`src/rtl/point_in_polygon_ray_cast_macros.svh`:
```
// Assertion macros shared by the polygon block.
`ifndef POINT_IN_POLYGON_RAY_CAST_MACROS_SVH
`define POINT_IN_POLYGON_RAY_CAST_MACROS_SVH

// Implication checked on every rising clock edge outside reset.
`define PIP_ASSERT_IMP(label, clk, rst, lhs, rhs, msg) \
   label: assert property (@(posedge clk) disable iff (rst) (lhs) |-> (rhs)) \
      else $error(msg);

// Implication whose consequence is checked in the following cycle.
`define PIP_ASSERT_NEXT(label, clk, rst, lhs, rhs, msg) \
   label: assert property (@(posedge clk) disable iff (rst) (lhs) |=> (rhs)) \
      else $error(msg);

`endif

```
`src/rtl/pip_pkg.sv`:
```
// Shared types and constants for the polygon block.
`timescale 1ns / 1ps
package pip_pkg;
   localparam int MaxVertices = 64;
   localparam int AddrW = $clog2(MaxVertices);
   localparam int CountW = $clog2(MaxVertices + 1);
   localparam int CoordW = 16;
   localparam int AreaW = 33;
   localparam int MinPolyVerts = 3;

   typedef enum logic [1:0] {
      ACT_CLEAR  = 2'd0,
      ACT_APPEND = 2'd1,
      ACT_POINT  = 2'd2,
      ACT_AREA   = 2'd3
   } action_type;

   // Controller commands to the datapath.
   typedef struct packed {
      logic            load;        // capture the input beat
      logic            clear;       // empty the polygon
      logic            append;      // write the vertex
      logic            rd_start;    // read vertex 0 and set the walk index
      logic            rd_next;     // read the next vertex of the walk
      logic            edge_en;     // evaluate the edge held in a and b
      logic            close_edge;  // load the closing edge, last vertex to vertex 0
   } cmd_type;

   // Datapath status back to the controller.
   typedef struct packed {
      action_type act;
      logic       last_read;
      logic       last_edge;
      logic       short_poly;
   } stat_type;
endpackage

```
`src/rtl/pip_ctrl.sv`:
```
// Sequencer for one beat: load, walk the edges for queries, emit the result.
`timescale 1ns / 1ps
module pip_ctrl (
   input  logic              clock,
   input  logic              reset,
   input  logic              in_valid,
   output logic              in_ready,
   output logic              out_valid,
   input  logic              out_ready,
   input  pip_pkg::stat_type stat,
   output pip_pkg::cmd_type  cmd
);
   typedef enum logic [5:0] {
      ST_IDLE  = 6'b000001,
      ST_DEC   = 6'b000010,
      ST_FILL  = 6'b000100,
      ST_WALK  = 6'b001000,
      ST_CLOSE = 6'b010000,
      ST_OUT   = 6'b100000
   } state_type;

   state_type state_ff, state_in;
   logic [1:0] wait_ff, wait_in;

   always_comb begin
      state_in = state_ff;
      wait_in = wait_ff;
      cmd = '0;
      in_ready = (state_ff == ST_IDLE);
      out_valid = (state_ff == ST_OUT);
      unique case (state_ff)
         ST_IDLE: begin
            if (in_valid) begin
               cmd.load = 1'b1;
               state_in = ST_DEC;
            end
         end
         ST_DEC: begin
            unique case (stat.act)
               pip_pkg::ACT_CLEAR: begin
                  cmd.clear = 1'b1;
                  state_in = ST_OUT;
               end
               pip_pkg::ACT_APPEND: begin
                  cmd.append = 1'b1;
                  state_in = ST_OUT;
               end
               default: begin
                  // Fewer than three vertices answer zero for both queries.
                  if (stat.short_poly) begin
                     state_in = ST_OUT;
                  end else begin
                     cmd.rd_start = 1'b1;
                     wait_in = 2'd1;
                     state_in = ST_FILL;
                  end
               end
            endcase
         end
         // Two more reads fill the edge pair before the first edge is evaluated.
         ST_FILL: begin
            cmd.rd_next = 1'b1;
            if (wait_ff == 2'd0) begin
               state_in = ST_WALK;
            end else begin
               wait_in = wait_ff - 2'd1;
            end
         end
         // One stored edge per cycle; the last one also loads the closing edge.
         ST_WALK: begin
            cmd.edge_en = 1'b1;
            if (stat.last_edge) begin
               cmd.close_edge = 1'b1;
               state_in = ST_CLOSE;
            end else if (!stat.last_read) begin
               cmd.rd_next = 1'b1;
            end
         end
         ST_CLOSE: begin
            cmd.edge_en = 1'b1;
            state_in = ST_OUT;
         end
         ST_OUT: begin
            if (out_ready) begin
               state_in = ST_IDLE;
            end
         end
         default: state_in = ST_IDLE;
      endcase
   end

   always_ff @(posedge clock) begin
      if (reset) begin
         state_ff <= ST_IDLE;
         wait_ff <= '0;
      end else begin
         state_ff <= state_in;
         wait_ff <= wait_in;
      end
   end
endmodule

```
`config.mk`:
```
export PLATFORM = sky130hd
export DESIGN_NAME = pip_ctrl
export DESIGN_NICKNAME = d
export VERILOG_FILES = /design/src/rtl/point_in_polygon_ray_cast_macros.svh /design/src/rtl/pip_pkg.sv /design/src/rtl/pip_ctrl.sv
export SDC_FILE = /design/constraint.sdc
export NUM_CORES = 1
export LEC_CHECK = 0
export ABC_AREA = 1
export CAP_MARGIN = 10
export CORE_AREA = 4 4 41 43
export CTS_CLUSTER_SIZE = 25
export DETAILED_ROUTE_END_ITERATION = 6
export DIE_AREA = 0 0 45 47
export DONT_BUFFER_PORTS = 1
export PLACE_DENSITY_LB_ADDON = 0.25
export REMOVE_ABC_BUFFERS = 1
export SETUP_SLACK_MARGIN = 0.15
export SLEW_MARGIN = 20
export SYNTH_ARGS = -nofsm -noshare
export SYNTH_HDL_FRONTEND = slang
export SYNTH_SLANG_ARGS = --single-unit
export TNS_END_PERCENT = 20
```
`constraint.sdc`:
```
create_clock -name clock -period 1.5 [get_ports clock]
set_clock_uncertainty 0.2 [all_clocks]
set_input_delay 0.15 -clock clock [delete_from_list [all_inputs] [get_ports clock]]
set_output_delay 0.15 -clock clock [all_outputs]
set_load 0.1 [all_outputs]
```
==> results of run 1 <==
worst reg2reg max path, stage by stage, from the launching register on:
cell,delay (ns)
dfxtp_4,0.37
inv_2,0.04
nor2_4,0.11
nand3_4,0.11
buf_4,0.17
buf_4,0.13
o21ai_4,0.15
nand2_1,0.07
nand2_1,0.07
nor2_2,0.03
layout make-up:
class	instances	area, sq um
fillers	88	327
clock buffers	3	22.5
well taps	15	18.8
inverters	15	56.3
repair buffers	23	315
multi-input cells	52	393
flip-flops and latches	8	169
power breakdown:
| part | internal, mW | leakage, nW | switching [mW] |
|---|---|---|---|
| Combinational | 0.0834 | 0.336 | 0.146 |
| Sequential | 0.221 | 0.0669 | 0.0112 |
| Clock | 0.0922 | 0.0138 | 0.0826 |
| Total | 0.396 | 0.417 | 0.240 |
cell families after synthesis:
logic type                 share of synthesized area [%]
adders and majority gates                           2.41
DFF                                                 30.8
AOI/OAI and AO/OA                                   7.71
and+or+nand+nor                                     48.2
buffers and inverters                               10.8
timing repair:
item	CTS	global route
endpoints found under the setup margin	13	15
pin swaps	10	6
endpoints found under the hold margin	8	0
setup buffers	5	1
hold buffers	3	0
resized for setup	19	2
layout by cell type (no fill, tap or decap), drive strengths merged, types with 3 or more instances in the layout:
cell type and instances:
nand4 6, nor2 17, inv 15, nand2 9, buf 17, nor3 4
dlygate4sd3 3, clkbuf 6, nand3 6, o21ai 4, dfxtp 8
registers in the layout, indices dropped and copies added (netlist names):
register,flops
wait_ff,2
state_ff,6
how the worst max path moves through the flow:
stage / slack [ns] / cells after the start / end / from
final: -0.23 / 5 / cmd[4] / state_ff[1]
after global routing: -0.29 / 4 / cmd[4] / state_ff[2]
after CTS: -0.25 / 5 / cmd[4] / state_ff[1]
after detailed placement: -0.08 / 5 / cmd[4] / state_ff[1]
after global placement: -0.008 / 5 / cmd[4] / state_ff[1]
after floorplan: -1.74 / 3 / cmd[4] / state_ff[5]
Yosys cell counts:
master / count
a21oi_1: 1
and2_1: 1
dfxtp_1: 8
ha_1: 1
inv_1: 14
inv_2: 1
nand2_1: 9
nand3_1: 4
nand3_2: 2
nand4_1: 6
nor2_1: 11
nor2_2: 2
nor2_4: 4
nor3_1: 4
nor3b_1: 1
o211ai_1: 1
o21ai_0: 2
o21ai_2: 2
or2_0: 1
layer usage:
layer  up-vias  GRT usage, %  wire length [um]
met2        12          31.9               832
met5         -             0                 0
li1        297             -                 -
met4         0          9.94                27
met1       283          19.1               625
met3         5          4.21                49
stage by stage:
step	util [%]	power [mW]	setup TNS (ns)	hold WS, ns
floorplan	-	0.360	-9.81	0.0191
finish	74.9	0.636	-1.84	0.0278
global placement	61.3	0.426	-0.00813	0.0300
detailed placement	61.3	0.428	-0.0832	0.0319
global route	74.9	0.665	-2.74	0.0513
CTS	73.8	0.628	-1.82	0.0278
==> run metrics, run 1 <==
Synth-to-Final Area Change=87.7%; antenna-violating nets left=0; placed inst area=797 sq um; layout cells sized above 1=50.5%; GR Util All Layers=17.8%; worst hold path type=in -> reg; gr ovfl total=0; PD cells=653 nW/um^2; synthesized area per cell=6.92 sq um; RSZ-0062 raised after global routing=true; Syn. warnings=0; worst slew pin tran=0.246 ns; Num CTS Buffers=3; num rows=13; synth top area cells=dfxtp_1, inv_1, nor2_4, nor2_1, nand4_1; kind of critical path=reg -> out; peak supply drop=0.406 mV; Placer Congestion=0.755; clk_lat worst skew=0.26 ns; outcome=complete, but fails checks; vias in the first global route=610; routed wire length=1.54 mm; clk buf depth=2; core area=1300 sq um; CTS sink cnt=8; Rel. slew slack=83.6%; post-route insts no fill=116; Critical Path RT=1.15 ns; sequential share of the synthesized area=30.8%; Reg2Reg Depth=9; cell taking the most area after synthesis=dfxtp_1; Die ar.=2120 sq um; leakage dissipation=0.417 nW; Synth cell types=19; Final WS setup=-0.230 ns; Tmin final=1.73 ns; cell area after synthesis=519 sq um; Worst Path Buf+Inv=2; Slowest cell on crit path=dfxtp_4; starting density of the core=39.9%; cells after synthesis=75; initial DRC count=9; initial antenna violation count=0; R2R Path Start=state_ff[1]; Place WS=-0.0832 ns; Achievable Freq=578 MHz; critical path cell sequence=inv_2 > nor2_4 > nand3_4 > nor3b_4 > clkbuf_16; CTS tree=done; num ports=18; largest net degree at the start of global routing=7; via count=597; CP Launch Type=flip-flop; nets=113; global-route wire length before repair=2.68 mm; Fin. Hold Viols=0; drt wl/cell=13.2 um; Final Instance Area=975 sq um; Worst EP arrival=1.38 ns; Antenna diodes=0; failing checks=setup timing; CP max FO=4; reg-to-reg setup timing slack=-0.07 ns; H-tree Lvls=1; detailed placer's ending HPWL=1.09 mm; Worst Hold Depth=5; final worst path period share=115%; area share of the largest cell type after synthesis=30.8%; DR pass1 iterations=4; final setup fails=11; Hold EP=state_ff[5]; Die Wd=45 um; critical path's largest stage delay=0.37 ns; flops & latches, synth=8; Setup crit end kind=primary output; Max Cap Viol=0; clk root buf=clkbuf_4; CTS clock-pin slew for the worst setup and hold paths=0.06 ns; Slew Limit Fails=0; placed insts=104; critical path's top delay family=simple AND/OR/NAND/NOR gates; I/O Buffers=0; vias per cell=5.15; die height=47 um; hold_sp=out_ready; # DRC=0; reg-to-reg endpoint=wait_ff[1]
Note: power is estimated with default switching activity, not from simulation.
==> inputs of run 2 (changes only) <==
--- a/config.mk
+++ b/config.mk
@@ -5,7 +5,6 @@
 export SDC_FILE = /design/constraint.sdc
 export NUM_CORES = 1
 export LEC_CHECK = 0
-export ABC_AREA = 1
 export CAP_MARGIN = 10
 export CORE_AREA = 4 4 41 43
 export CTS_CLUSTER_SIZE = 25
==> run 2 against run 1 <==
Net effect: the flow finishes with violations (hold timing, setup timing); sequential power grew 3%; wire length is 22% higher; via count grew 6.7%; non-clock buffer count rose by 9; utilization is 9.4 points higher; hold slack worse by 0.054 ns; register-to-register slack got worse by 0.36 ns; sequential cell count unchanged; critical path type unchanged.
==> run metrics, run 2 <==
# DRC=0; GR Util All Layers=21.1%; Tmin final=2.19 ns; met2 wire length=980 um; most common library cells after synthesis=dfxtp_1, inv_1, nor3_1, nor3b_1; Worst Path Buf+Inv=1; Syn. warnings=0; synthesized area per cell=8.14 sq um; starting density of the core=41.9%; sequential share of the synthesized area=29.4%; critical path's top delay family=simple AND/OR/NAND/NOR gates; routed wire length=1.87 mm; Synth-to-Final Area Change=101%; gr ovfl total=0; hold_sp=in_valid; nets=111; CTS sink cnt=8; num ports=18; H-tree Lvls=1; R2R Path Start=state_ff[5]; Slew Limit Fails=0; cell taking the most area after synthesis=dfxtp_1; clk_lat worst skew=0.26 ns; vias per cell=5.59; layout cells sized above 1=58.6%; die height=47 um; I/O Buffers=0; Final WS setup=-0.686 ns; top-count cell post-synth=dfxtp_1; Async SR Flop Fraction=0%; max layer used=met4; core area=1300 sq um; final worst path period share=146%; kind of critical path=reg -> out; post-route core utilization=84.3%; Achievable Freq=458 MHz; Critical Path RT=1.15 ns; PD cells=916 nW/um^2; wl on met1=730 um; Max Cap Viol=0; reg-to-reg endpoint=state_ff[3]; leakage dissipation=0.440 nW; top flop regs=state_ff x6, wait_ff x2; CP startpoint=state_ff[5]; WP depth=4; Place WS=-0.428 ns; flops & latches, synth=8; Rel. slew slack=67.8%; most common cell after layout, fill and taps aside=buf_4; cell area after synthesis=546 sq um; largest net degree at the start of global routing=11; num rows=13; Worst EP arrival=1.84 ns; DR pass1 iterations=3; area share of the largest cell type after synthesis=29.4%; Placer Congestion=0.784; vias in the first global route=651; RSZ-0062 raised after global routing=true; clk buf depth=2; worst hold path type=in -> reg; Setup crit end kind=primary output; Fin. Hold Viols=1; Reg2Reg Depth=5; Synth cell types=34; max FFs per register=6; initial DRC count=5; antenna-violating nets left=0; Top FF cell, synth=dfxtp_1; drt wl/cell=16.4 um; Min Hold Slack=-0.0260 ns; CP endpoint=cmd[2]; worst slew pin tran=0.477 ns; synth top area cells=dfxtp_1, nor3b_1, nor3_1, or4_4, o21ai_0; Die ar.=2120 sq um; CTS clock-pin slew for the worst setup and hold paths=0.05 ns; outcome=complete, but fails checks; EDFF count, synth=0; CP max FO=3; CTS tree=done; critical path cell sequence=or4_4 > or3_4 > o21ai_4 > buf_12; CP Launch Type=flip-flop; initial antenna violation count=0; clk root buf=clkbuf_4; Filler Cell Count=67; final setup fails=17; Num CTS Buffers=3; peak supply drop=1.06 mV; global-route wire length before repair=2.97 mm; Antenna diodes=0; Slowest cell on crit path=or4_4; most frequent cells in the layout=buf_4, buf_12, inv_1, nor3b_1, buf_6; reg-to-reg setup timing slack=-0.43 ns; via count=637; Die Wd=45 um; failing checks=hold timing, setup timing; critical path's largest stage delay=0.52 ns; cells after synthesis=67; detailed placer's ending HPWL=1.17 mm; Top reg by flops=state_ff; met3 wirelength from detailed routing=128 um
## run 2: where the power goes
part	switching (mW)	internal, mW	leakage, nW	total (mW)
sequential	0.0125	0.228	0.0675	0.240
clock	0.0783	0.0919	0.0138	0.170
combinational	0.322	0.273	0.358	0.595
total	0.413	0.593	0.440	1.01
## run 2: metrics by stage
step / instances / instance area, sq um / setup TNS, ns / total power [mW] / hold WS [ns]
2_1_floorplan: 64 / 533 / -14.90 / 0.526 / 0.0124
3_3_place_gp: 103 / 868 / -4.69 / 0.674 / 0.0157
3_5_place_dp: 103 / 868 / -5.13 / 0.682 / 0.0159
4_1_cts: 111 / 1040 / -6.61 / 0.937 / -0.0275
5_1_grt: 114 / 1100 / -7.87 / 1.06 / 0.0105
6_report: 114 / 1100 / -6.87 / 1.01 / -0.0260
## run 2: worst reg2reg max path, cell delays in order, from the launching register on
cell	delay (ns)
dfxtp_4	0.35
or4_4	0.52
or3_4	0.36
buf_4	0.16
o211ai_4	0.11
o22ai_1	0.10
## run 2: worst min-delay path by stage
| stage | end | slack, ns | cells after the start |
|---|---|---|---|
| floorplan | wait_ff[1] | 0.01 | 1 |
| global placement | wait_ff[1] | 0.02 | 1 |
| detailed placement | wait_ff[1] | 0.02 | 1 |
| CTS | state_ff[0] | -0.03 | 3 |
| global route | state_ff[0] | 0.01 | 3 |
| finish | state_ff[0] | -0.03 | 3 |
## run 2: area by class of cell
type	count	area (sq um)	area share, %
Clock buffer	3	22.5	2.05
Inverter	5	18.8	1.71
Multi-Input combinational cell	51	475	43.3
Sequential cell	8	174	15.8
Tap cell	15	18.8	1.71
Timing Repair Buffer	32	388	35.3
## run 2: timing repair
item / in CTS / in global routing
setup endpoints to repair: 17 / 17
pin swaps: 12 / 5
cloned: 0 / 0
setup buffers: 3 / 3
hold buffers: 2 / 0
endpoints found under the hold margin: 8 / 0
resized for setup: 27 / 8
## run 2: metal layers
layer  vias up  track usage, %
met5         -               0
met4         0            11.7
met3         4            10.7
met2        18            35.3
met1       304            21.4
li1        311               -
## run 2: cell families (layout without fill, tap and decap cells)
| kind of cell | Yosys count | after routing | share of synthesized area (%) |
|---|---|---|---|
| DFF | 8 | 8 | 29.4 |
| AOI/OAI and AO/OA | 15 | 15 | 19.7 |
| adders and majority gates | 1 | 1 | 2.29 |
| buffers and inverters | 8 | 40 | 5.73 |
| xor gates and xnor gates | 1 | 1 | 1.61 |
| and+or+nand+nor | 34 | 34 | 41.3 |
